==> src/design/ps2_mouse_packet_decoder_assert.svh <==
// assertion macros for the ps2 mouse packet decoder
// no dependencies; taken in by the files that carry assertions
`ifndef PS2_MOUSE_PACKET_DECODER_ASSERT_SVH
`define PS2_MOUSE_PACKET_DECODER_ASSERT_SVH
`ifndef SYNTHESIS
`define PS2M_ASSERT(lbl, clk, rst_n, prop, msg) \
  lbl: assert property (@(posedge clk) disable iff (!(rst_n)) prop) else $error(msg);
`define PS2M_ASSERT_RST(lbl, clk, prop, msg) \
  lbl: assert property (@(posedge clk) prop) else $error(msg);
`else
`define PS2M_ASSERT(lbl, clk, rst_n, prop, msg)
`define PS2M_ASSERT_RST(lbl, clk, prop, msg)
`endif
`endif

==> src/design/ps2m_pkg.sv <==
// shared types and constants for the ps2 mouse packet decoder
// no dependencies
package ps2m_pkg;

  localparam int POSITION_BITS_DEF = 16;

  localparam logic [7:0] ACK_BYTE  = 8'hFA;
  localparam logic [7:0] HDR_MASK  = 8'hC8;
  localparam logic [7:0] HDR_MATCH = 8'h08;
  localparam int         SIGN_X_BIT = 4;
  localparam int         SIGN_Y_BIT = 5;

  localparam logic [15:0] MAX_X_RESET = 16'd1024;
  localparam logic [15:0] MAX_Y_RESET = 16'd768;

  localparam int CFG_IDX_BITS = 2;
  localparam logic [CFG_IDX_BITS-1:0] CFG_WHEEL_MODE = 2'd0;
  localparam logic [CFG_IDX_BITS-1:0] CFG_MAX_X      = 2'd1;
  localparam logic [CFG_IDX_BITS-1:0] CFG_MAX_Y      = 2'd2;

  typedef enum logic [2:0] {
    PH_UNSYNC,
    PH_HEADER,
    PH_X,
    PH_Y,
    PH_WHEEL
  } phase_t;

  typedef struct packed {
    logic              emit;
    logic [7:0]        header;
    logic signed [8:0] delta_x;
    logic signed [8:0] delta_y_down;
    logic signed [7:0] wheel_delta;
  } pkt_t;

endpackage

==> src/design/ps2m_frame.sv <==
// packet framing state machine: sync on acknowledge, header check, byte capture
// depends on ps2m_pkg
module ps2m_frame
  import ps2m_pkg::*;
(
  input  logic       clk,
  input  logic       rst_n,
  input  logic       step_i,
  input  logic [7:0] byte_i,
  input  logic       wheel_mode_i,
  output pkt_t       pkt_o
);

  phase_t     phase_r, phase_nxt;
  logic [7:0] header_r, header_nxt;
  logic [7:0] x_byte_r, x_byte_nxt;
  logic [7:0] y_byte_r, y_byte_nxt;

  // next state
  always_comb begin
    phase_nxt  = phase_r;
    header_nxt = header_r;
    x_byte_nxt = x_byte_r;
    y_byte_nxt = y_byte_r;
    case (phase_r)
      PH_UNSYNC: begin
        if (byte_i == ACK_BYTE) phase_nxt = PH_HEADER;
      end
      PH_HEADER: begin
        if ((byte_i & HDR_MASK) == HDR_MATCH) begin
          header_nxt = byte_i;
          phase_nxt  = PH_X;
        end
      end
      PH_X: begin
        x_byte_nxt = byte_i;
        phase_nxt  = PH_Y;
      end
      PH_Y: begin
        y_byte_nxt = byte_i;
        phase_nxt  = wheel_mode_i ? PH_WHEEL : PH_HEADER;
      end
      PH_WHEEL: begin
        phase_nxt = PH_HEADER;
      end
      default: begin
        phase_nxt = PH_UNSYNC;
      end
    endcase
  end

  // packet outputs
  always_comb begin
    logic [7:0]        y_sel;
    logic signed [8:0] dy;
    y_sel = (phase_r == PH_Y) ? byte_i : y_byte_r;
    dy    = {header_r[SIGN_Y_BIT] && (y_sel != 8'd0), y_sel};
    pkt_o.header       = header_r;
    pkt_o.delta_x      = {header_r[SIGN_X_BIT] && (x_byte_r != 8'd0), x_byte_r};
    pkt_o.delta_y_down = 9'sd0 - dy;
    pkt_o.emit         = 1'b0;
    pkt_o.wheel_delta  = 8'sd0;
    case (phase_r)
      PH_Y: begin
        pkt_o.emit = !wheel_mode_i;
      end
      PH_WHEEL: begin
        pkt_o.emit        = 1'b1;
        pkt_o.wheel_delta = 8'd0 - byte_i;
      end
      default: begin
        pkt_o.emit = 1'b0;
      end
    endcase
  end

  always_ff @(posedge clk) begin
    if (!rst_n) begin
      phase_r  <= PH_UNSYNC;
      header_r <= 8'd0;
      x_byte_r <= 8'd0;
      y_byte_r <= 8'd0;
    end else if (step_i) begin
      phase_r  <= phase_nxt;
      header_r <= header_nxt;
      x_byte_r <= x_byte_nxt;
      y_byte_r <= y_byte_nxt;
    end
  end

endmodule

==> src/design/ps2m_pos_acc.sv <==
// absolute position accumulator with clamp to zero, screen limit and register range
// depends on ps2m_pkg
module ps2m_pos_acc
  import ps2m_pkg::*;
#(
  parameter int POSITION_BITS = POSITION_BITS_DEF
) (
  input  logic                     clk,
  input  logic                     rst_n,
  input  logic                     step_i,
  input  logic signed [8:0]        delta_i,
  input  logic [15:0]              limit_i,
  output logic [POSITION_BITS-1:0] pos_nxt_o
);

  localparam int CW = POSITION_BITS + 18;

  logic [POSITION_BITS-1:0] pos_r;
  logic signed [CW-1:0]     sum;
  logic [CW-1:0]            clamp;
  logic [CW-1:0]            lim_ext;
  logic [CW-1:0]            pmax_ext;

  assign lim_ext  = CW'(limit_i);
  assign pmax_ext = CW'({POSITION_BITS{1'b1}});
  assign sum      = $signed(CW'(pos_r)) + CW'(delta_i);

  always_comb begin
    clamp = sum[CW-1] ? '0 : sum;
    if (clamp > lim_ext)  clamp = lim_ext;
    if (clamp > pmax_ext) clamp = pmax_ext;
  end

  assign pos_nxt_o = clamp[POSITION_BITS-1:0];

  always_ff @(posedge clk) begin
    if (!rst_n) begin
      pos_r <= '0;
    end else if (step_i) begin
      pos_r <= pos_nxt_o;
    end
  end

endmodule

==> src/design/ps2_mouse_packet_decoder.sv <==
// top level of the ps2 mouse packet decoder: input register, framing, positions, result register
// depends on ps2m_pkg, ps2m_frame, ps2m_pos_acc and ps2_mouse_packet_decoder_assert.svh
//
// usage:
//   in_valid/in_stall carry one received mouse byte per transfer on in_rx_byte.
//   out_valid/out_stall carry one decoded packet per transfer: header flags,
//   signed dx, downward dy, negated wheel and the clamped absolute position.
//   cfg_valid/cfg_ready write wheel mode (index 0), x limit (1) and y limit (2);
//   cfg_ready is always high, other indexes are ignored. write only when idle.
// timing:
//   a byte is registered on transfer and decoded from the input register; the packet
//   result is loaded into the output register when its last byte leaves the input register.
//   one byte per cycle is accepted while in_stall is low; the single decode stage between input
//   and output register sets that rate.
// reset:
//   synchronous active-low reset empties both registers, returns framing to
//   waiting for the acknowledge byte and clears the positions.
// stall:
//   while out_stall holds a result, bytes that finish no packet still pass;
//   a byte that would finish one waits in the input register and in_stall rises.
`include "ps2_mouse_packet_decoder_assert.svh"
module ps2_mouse_packet_decoder
  import ps2m_pkg::*;
#(
  parameter int POSITION_BITS = POSITION_BITS_DEF
) (
  input  logic                    clk,
  input  logic                    rst_n,
  input  logic                    in_valid,
  output logic                    in_stall,
  input  logic [7:0]              in_rx_byte,
  output logic                    out_valid,
  input  logic                    out_stall,
  output logic [7:0]              out_button_flags,
  output logic signed [8:0]       out_delta_x,
  output logic signed [8:0]       out_delta_y_down,
  output logic signed [7:0]       out_wheel_delta,
  output logic [15:0]             out_abs_x,
  output logic [15:0]             out_abs_y,
  input  logic                    cfg_valid,
  output logic                    cfg_ready,
  input  logic [CFG_IDX_BITS-1:0] cfg_index,
  input  logic [15:0]             cfg_data
);

  logic        wheel_mode_r;
  logic [15:0] max_x_r;
  logic [15:0] max_y_r;

  logic       s1_valid_r;
  logic [7:0] s1_byte_r;

  logic              out_valid_r;
  logic [7:0]        flags_r;
  logic signed [8:0] dx_r;
  logic signed [8:0] dy_r;
  logic signed [7:0] wheel_r;
  logic [15:0]       abs_x_r;
  logic [15:0]       abs_y_r;

  pkt_t                     pkt;
  logic                     out_free;
  logic                     advance;
  logic                     emit_step;
  logic [POSITION_BITS-1:0] pos_x_nxt;
  logic [POSITION_BITS-1:0] pos_y_nxt;

  assign cfg_ready = 1'b1;

  always_ff @(posedge clk) begin
    if (!rst_n) begin
      wheel_mode_r <= 1'b0;
      max_x_r      <= MAX_X_RESET;
      max_y_r      <= MAX_Y_RESET;
    end else if (cfg_valid && cfg_ready) begin
      case (cfg_index)
        CFG_WHEEL_MODE: wheel_mode_r <= cfg_data[0];
        CFG_MAX_X:      max_x_r      <= cfg_data;
        CFG_MAX_Y:      max_y_r      <= cfg_data;
        default:        wheel_mode_r <= wheel_mode_r;
      endcase
    end
  end

  assign out_free  = !out_valid_r || !out_stall;
  assign advance   = s1_valid_r && (!pkt.emit || out_free);
  assign emit_step = advance && pkt.emit;
  assign in_stall  = s1_valid_r && !advance;

  ps2m_frame u_frame (
    .clk          (clk),
    .rst_n        (rst_n),
    .step_i       (advance),
    .byte_i       (s1_byte_r),
    .wheel_mode_i (wheel_mode_r),
    .pkt_o        (pkt)
  );

  ps2m_pos_acc #(.POSITION_BITS(POSITION_BITS)) u_pos_x (
    .clk       (clk),
    .rst_n     (rst_n),
    .step_i    (emit_step),
    .delta_i   (pkt.delta_x),
    .limit_i   (max_x_r),
    .pos_nxt_o (pos_x_nxt)
  );

  ps2m_pos_acc #(.POSITION_BITS(POSITION_BITS)) u_pos_y (
    .clk       (clk),
    .rst_n     (rst_n),
    .step_i    (emit_step),
    .delta_i   (pkt.delta_y_down),
    .limit_i   (max_y_r),
    .pos_nxt_o (pos_y_nxt)
  );

  // input register
  always_ff @(posedge clk) begin
    if (!rst_n) begin
      s1_valid_r <= 1'b0;
    end else if (in_valid && !in_stall) begin
      s1_valid_r <= 1'b1;
    end else if (advance) begin
      s1_valid_r <= 1'b0;
    end
  end

  always_ff @(posedge clk) begin
    if (in_valid && !in_stall) begin
      s1_byte_r <= in_rx_byte;
    end
  end

  // result register
  always_ff @(posedge clk) begin
    if (!rst_n) begin
      out_valid_r <= 1'b0;
    end else if (emit_step) begin
      out_valid_r <= 1'b1;
    end else if (!out_stall) begin
      out_valid_r <= 1'b0;
    end
  end

  always_ff @(posedge clk) begin
    if (emit_step) begin
      flags_r <= pkt.header;
      dx_r    <= pkt.delta_x;
      dy_r    <= pkt.delta_y_down;
      wheel_r <= pkt.wheel_delta;
      abs_x_r <= 16'(pos_x_nxt);
      abs_y_r <= 16'(pos_y_nxt);
    end
  end

  assign out_valid        = out_valid_r;
  assign out_button_flags = flags_r;
  assign out_delta_x      = dx_r;
  assign out_delta_y_down = dy_r;
  assign out_wheel_delta  = wheel_r;
  assign out_abs_x        = abs_x_r;
  assign out_abs_y        = abs_y_r;

  `PS2M_ASSERT(a_emit_loads_out, clk, rst_n, emit_step |=> out_valid_r, "packet lost on emit")
  `PS2M_ASSERT(a_held_result_kept, clk, rst_n, (out_valid_r && out_stall && !emit_step) |=> (out_valid_r && $stable(flags_r) && $stable(abs_x_r)), "stalled result changed")
  `PS2M_ASSERT(a_no_overwrite, clk, rst_n, emit_step |-> (!out_valid_r || !out_stall), "result overwritten while stalled")
  `PS2M_ASSERT_RST(a_reset_empty, clk, !rst_n |=> (!out_valid_r && !s1_valid_r), "registers not empty after reset")

endmodule
==> config.mk <==
export PLATFORM = sky130hd
export DESIGN_NAME = ps2_mouse_packet_decoder
export DESIGN_NICKNAME = d
export VERILOG_FILES = /design/src/design/ps2m_pkg.sv /design/src/design/ps2m_frame.sv /design/src/design/ps2m_pos_acc.sv /design/src/design/ps2_mouse_packet_decoder.sv
export VERILOG_INCLUDE_DIRS = /design/src /design/src/design
export SDC_FILE = /design/constraint.sdc
export NUM_CORES = 1
export LEC_CHECK = 0
export ABC_AREA = 1
export BUFFER_PORTS_ARGS = -buffer_cell sky130_fd_sc_hd__buf_4
export CAP_MARGIN = 0
export CORE_ASPECT_RATIO = 1.75
export CORE_MARGIN = 5
export CORE_UTILIZATION = 40
export DETAILED_ROUTE_END_ITERATION = 10
export SLEW_MARGIN = 20
export SYNTH_ARGS = -nofsm -noshare
export SYNTH_HDL_FRONTEND = slang
export SYNTH_HIERARCHICAL = 1
export SYNTH_SLANG_ARGS = --single-unit
==> constraint.sdc <==
create_clock -name clk -period 9.2 [get_ports clk]
set_input_delay 1.84 -clock clk [delete_from_list [all_inputs] [get_ports clk]]
set_output_delay 1.84 -clock clk [all_outputs]
set_load 0.005 [all_outputs]
==> results of run 1 <==
[cells in the final DEF (no fill, tap or decap), drive strengths merged]
cell type and count:
clkinv 5, or2 1, or2b 1, clkinvlp 1, ha 69, nor4 3
nand3 116, o21a 2, clkbuf 17, fa 2, buf 101, a21o 3
inv 219, nand4 7, a21oi 56, o21ai 37, dfxtp 94, and2 4
a21boi 2, and3 2, nand3b 9, xor2 7, edfxtp 74, o211ai 2
bufinv 1, a31oi 1, nand2 396, nor2 233, nor3 10, xnor2 13
conb 1, o21bai 4
[layer usage]
layer | track usage | vias up | share of wire
met5 | 0 | - | 0
met4 | 0.0860 | 0 | 0.035
met3 | 0.0278 | 49 | 0.025
met2 | 0.373 | 145 | 0.57
met1 | 0.188 | 4081 | 0.37
li1 | - | 4561 | -
[flip-flops by register name, summed over array words and instances, names as in the netlist]
| signal | count |
|---|---|
| max_x_r | 16 |
| max_y_r | 16 |
| out_abs_x | 16 |
| out_abs_y | 16 |
| out_button_flags | 8 |
| out_delta_x | 9 |
| out_delta_y_down | 9 |
| out_valid | 1 |
| out_wheel_delta | 8 |
| s1_byte_r | 8 |
| s1_valid_r | 1 |
| u_frame/header_r | 8 |
| u_frame/phase_r | 3 |
| u_frame/x_byte_r | 8 |
| u_frame/y_byte_r | 8 |
| u_pos_x/pos_r | 16 |
| u_pos_y/pos_r | 16 |
| wheel_mode_r | 1 |
[metrics by stage]
stage	total power [uW]	hold WS [ns]
finish	1860	0.435
global route	1950	0.438
CTS	1880	0.434
detailed placement	1150	0.418
global placement	1150	0.413
floorplan	1060	0.408
[path summary, 6_finish.rpt]
kind	start	end	slack [ns]	depth (start not counted)
min	u_frame/header_r[6]	u_frame/header_r[6]	0.43	2
max	u_frame/phase_r[1]	u_pos_y/pos_r[7]	3.19	33
min reg2reg	u_frame/header_r[6]	u_frame/header_r[6]	0.43	2
max reg2reg	u_frame/phase_r[1]	u_pos_y/pos_r[7]	3.19	33
[layout make-up]
type                    count  area, um2
fillers                  2620      13500
multi-input cells         981       5210
flip-flops and latches    168       4100
inverters                 211        795
repair buffers            101        758
clock buffers              17        425
well taps                 316        395
clock inverters            15        173
[cells by family (layout without fill, tap and decap cells)]
family / after synthesis / count (layout) / synth area share
DFF: 168 / 168 / 0.399
AOI/OAI and AO/OA: 107 / 107 / 0.0583
buffers and inverters: 244 / 344 / 0.0963
xor gates and xnor gates: 20 / 20 / 0.0170
and+or+nand+nor: 782 / 782 / 0.342
other: 1 / 1 / 0.000364
adders and majority gates: 71 / 71 / 0.0878
[power groups by stage]
stage               logic, uW  clock network (uW)  registers, uW
floorplan                 243                   0            820
global placement          324                   0            824
detailed placement        327                   0            825
CTS                       329                 741            808
global route              369                 770            809
finish                    329                 721            807
[critical path, delay by kind of cell, from the launching register on]
family	cells	cell delay [ns]
and+or+nand+nor	22	2.95
DFF	1	0.41
buffers and inverters	3	0.18
AOI/OAI and AO/OA	5	1.44
adders and majority gates	3	0.90
==> results.cfg, run 1 <==
[status]
status = complete, no violations

[power_and_ir_drop]
clockPowerShare = 0.388
switchingPower_uw = 575
switching_share = 0.309
seqPwrFrac = 0.435
total_leakage_power_uw = 0.00608
ir_drop_mv = 0.122
power_frac_comb = 0.177
p_per_area_nw_per_um2 = 157
p_int_uw = 1280

[setup_path]
slowest_delay_ns = 0.53
cp_slowest_cell = a21oi_2
cp_common_cell = nand2_1
arrival_ns = 6.35
cp.required_ns = 9.54
cp-end-kind = flop
cp-start-kind = flop
criticalPathCategory = reg -> reg
cp_max_fo = 17

[detailed_routing]
post-route-drc-count = 0
ant_nets = 0
vias = 8836
first_pass_iters = 5
drt-total-wl_um = 27700
wl_per_cell_um = 15.3
drt_iter0_drc = 399
viasPerCell = 4.88

[clocking]
cts_tree = yes
cts.repair.resized = 0
h-tree-depth = 4
cts_buffers = 17
cts_sinks = 168
cts.reportedPaths.clkPinSlew_ns = 0.07
post_cts_buffers = 0
hold_buffers = 0
cts_root_buf = clkbuf_16
cts_max_path_buffers = 2
clock_latency_ns = 0.44

[sta]
timing.fmax_mhz = 166
finalHoldViolations = 0
setup_viol = 0
min_period_over_period = 0.654
slew_viol_final = 0
fin_ws_ns = 3.19
max-slew-margin-rel = 0.411
fin_crit_ns = 6.01
setup_tns_ns = 0
finClkSkew_ns = 0.00750
grt_setup_unrepaired = no
worst_pin_slew_ns = 0.884

[yosys]
syn_area_per_cell_um2 = 7.39
synth_top_area_share = 0.216
synthMostInstantiatedCell = nand2_1
yosysWarnings = 6
yosysTopAreaCell = edfxtp_1
syn-cell-area_um2 = 10300
synth_seq_cells = 168
synthTopCellsByCount = 362 x nand2_1, 207 x nor2_1, 204 x inv_1
syn_inst = 1393
synth.area.top_cells = edfxtp_1 22%, dfxtp_1 18%, nand2_1 13%
syn-num-nets = 1495
yosysSeqAreaShare = 0.399
async_flop_share = 0
synth.distinct_cells = 47
synth-edff-count = 74
synth_top_flop_cell = dfxtp_1

[place]
finalWeightedCongestion = 0.917
dp_cells = 1777
portBuffers = 98
hpwl_um = 21500
place_area_um2 = 11300
post-place-ws_ns = 2.82

[die]
rows = 77
core_um2 = 25300
dieWidth_um = 131
die_area_um2 = 29200
initial_core_util = 0.406
die_y_um = 222
pin_count = 100

[job]
maxCapViolations = 0

[grt]
gr-usage-all-layers = 0.188
antenna_found_initial = 0
grt_start_max_net_pins = 74
grt_pass1_vias = 8667
grt_pass1_wl_um = 44100
grt_overflow_total = 0

[cells_and_area]
utilization = 0.468
nNetsFinal = 1582
design_area_um2 = 11900
antenna_cells = 0
syn_to_final_growth_pct = 15.2
final_cells = 1809
drive_gt1_frac = 0.152

[worst_hold_path]
worst_hold_path_type = reg -> reg
Power figures use the tool's default switching activity.
==> run 2: changes to the inputs <==
--- a/config.mk
+++ b/config.mk
@@ -6,7 +6,7 @@
 export SDC_FILE = /design/constraint.sdc
 export NUM_CORES = 1
 export LEC_CHECK = 0
-export ABC_AREA = 1
+export ABC_AREA = 0
 export BUFFER_PORTS_ARGS = -buffer_cell sky130_fd_sc_hd__buf_4
 export CAP_MARGIN = 0
 export CORE_ASPECT_RATIO = 1.75
==> constraint.sdc (replaced) <==
create_clock -name clk -period 6.1 [get_ports clk]
set_input_delay 1.22 -clock clk [delete_from_list [all_inputs] [get_ports clk]]
set_output_delay 1.22 -clock clk [all_outputs]
set_load 0.005 [all_outputs]
==> results.cfg, run 2 <==
[status]
status = complete, no violations

[cells_and_area]
syn_to_final_growth_pct = 18.1
num-fill-cells = 2268
final_common_cell = buf_4
drive_gt1_frac = 0.212
nNetsFinal = 1147
antenna_cells = 0
final_cell_mix = 129 x buf_4, 94 x dfxtp_1, 88 x nand2_1
multi_input_area_um2 = 5170
regArea_um2 = 4100

[grt]
grt_pass1_wl_um = 39100
grt_pass1_vias = 7452
grt_overflow_total = 0
gr-usage-all-layers = 0.182
antenna_found_initial = 0
grt_start_max_net_pins = 113

[detailed_routing]
first_pass_iters = 5
post-route-drc-count = 0
drt-total-wl_um = 25100
drt_iter0_drc = 433
wl_per_cell_um = 18.4
ant_nets = 0
vias = 7402
viasPerCell = 5.42

[power_and_ir_drop]
switching_share = 0.258
total_leakage_power_uw = 0.00482
p_per_area_nw_per_um2 = 230
power_frac_comb = 0.119
seqPwrFrac = 0.457
ir_drop_mv = 0.184
clockPowerShare = 0.424
p_int_uw = 1950
switchingPower_uw = 679

[yosys]
synth-compound-area-share = 0.163
synth_top_flop_cell = dfxtp_1
synthMostInstantiatedCell = dfxtp_1
yosysWarnings = 6
syn_inst = 943
yosysTopAreaCell = edfxtp_1
syn-cell-area_um2 = 9690
syn-num-nets = 1045
yosys.area_share.simple = 0.148
syn_area_per_cell_um2 = 10.3
synthMuxAreaShare = 0.0882
synth_seq_cells = 168
synth.distinct_cells = 84
synth_xor_area_frac = 0.0369
yosysSeqAreaShare = 0.424
synthTopCellsByCount = 94 x dfxtp_1, 88 x nand2_1, 74 x edfxtp_1
synthAdderAreaFrac = 0.0933
synth.area.top_cells = edfxtp_1 23%, dfxtp_1 19%, ha_1 8.9%
synth_top_family_by_area = compound AO/OA/AOI/OAI gates
async_flop_share = 0
synth-edff-count = 74
synth_top_area_share = 0.229

[clocking]
hold_buffers = 0
cts_max_path_buffers = 2
clock_latency_ns = 0.44
cts.reportedPaths.clkPinSlew_ns = 0.07
post_cts_buffers = 0
h-tree-depth = 4
cts_root_buf = clkbuf_16
cts_tree = yes
cts_buffers = 17
cts_sinks = 168

[setup_path]
timing.rr.start = u_frame/phase_r[2]
cp.required_ns = 6.44
cp-end-kind = flop
cp_max_fo = 8
crit_start = u_frame/phase_r[2]
arrival_ns = 6.09
criticalPathCategory = reg -> reg
cp-start-kind = flop

[place]
finalWeightedCongestion = 0.943
portBuffers = 98
hpwl_um = 18900

[sta]
worst_pin_slew_ns = 0.898
finClkSkew_ns = 0.0101
setup_viol = 0
timing.fmax_mhz = 174
max-slew-margin-rel = 0.402
hold_ws_ns = 0.433
slew_viol_final = 0
finalHoldViolations = 0
fin_crit_ns = 5.75
min_period_over_period = 0.942
setup_tns_ns = 0

[die]
rows = 75
initial_core_util = 0.405
core_um2 = 23900
die_area_um2 = 27500
dieWidth_um = 128
pin_count = 100
die_y_um = 216

[worst_hold_path]
holdCritStartpoint = u_frame/header_r[6]
worst_hold_path_type = reg -> reg

[job]
maxCapViolations = 0
[run 2: final timing paths]
kind,depth (start not counted),endpoint,slack [ns]
min reg2reg,0,out_button_flags[6],0.43
max,24,u_pos_y/pos_r[6],0.35
max reg2reg,24,u_pos_y/pos_r[6],0.35
min,0,out_button_flags[6],0.43
[run 2: logic make-up after synthesis]
family,after synthesis
compound gates,219
xor+xnor,40
fa+ha+maj,71
buf+inv,94
flops,168
mux,79
other cells,1
simple gates,271
[run 2: routing by layer]
metal / global-route usage / up-vias / share of wire
li1: - / 3652 / -
met1: 0.195 / 3590 / 0.39
met2: 0.341 / 121 / 0.55
met3: 0.0287 / 39 / 0.025
met4: 0.0860 / 0 / 0.033
met5: 0 / - / 0
[run 2: per-stage QoR]
stage | power [uW] | utilization | std cells | cell area (um2) | setup WS, ns
2_1_floorplan | 1450 | - | 943 | 9690 | 0.0154
3_3_place_gp | 1530 | 0.451 | 1334 | 10800 | 0.307
3_5_place_dp | 1540 | 0.451 | 1334 | 10800 | 0.204
4_1_cts | 2660 | 0.477 | 1366 | 11400 | 0.159
5_1_grt | 2740 | 0.478 | 1366 | 11400 | -0.00820
6_report | 2630 | 0.478 | 1366 | 11400 | 0.351
[run 2: area by class of cell]
class | count | area share
flip-flops and latches | 168 | 0.359
repair buffers | 131 | 0.0874
inverters | 46 | 0.0151
multi-input cells | 681 | 0.452
well taps | 308 | 0.0337
clock buffers | 17 | 0.0372
clock inverters | 15 | 0.0162
[run 2: power groups by stage]
stage / Combinational (uW) / Clock (uW) / Sequential [uW]
floorplan: 230 / 0 / 1220
global placement: 306 / 0 / 1230
detailed placement: 308 / 0 / 1230
CTS: 310 / 1150 / 1200
global route: 341 / 1190 / 1200
finish: 314 / 1120 / 1200
[run 2: timing repair]
item,in CTS,in global routing
hold endpoints to repair,0,0
endpoints found under the setup margin,0,31
gates resized for setup,0,7
[run 2: critical path, cell delays in order, from the launching register on]
cell and delay, ns:
dfxtp_1 0.31, nand3b_1 0.28, mux2i_2 0.29, ha_2 0.27, nand2b_1 0.11, or3_1 0.31, a21oi_1 0.14, a21oi_1 0.09
ha_1 0.39, o211a_1 0.24, a2111oi_4 0.10, o41a_2 0.54, o21bai_1 0.20, xnor2_1 0.11, a21oi_1 0.19, ha_1 0.28
a21oi_1 0.15, nor2b_1 0.08, a2111oi_2 0.37, nand2_1 0.08, o21ai_0 0.15, o311a_1 0.20, buf_4 0.20, mux2_2 0.37
o21ba_2 0.19
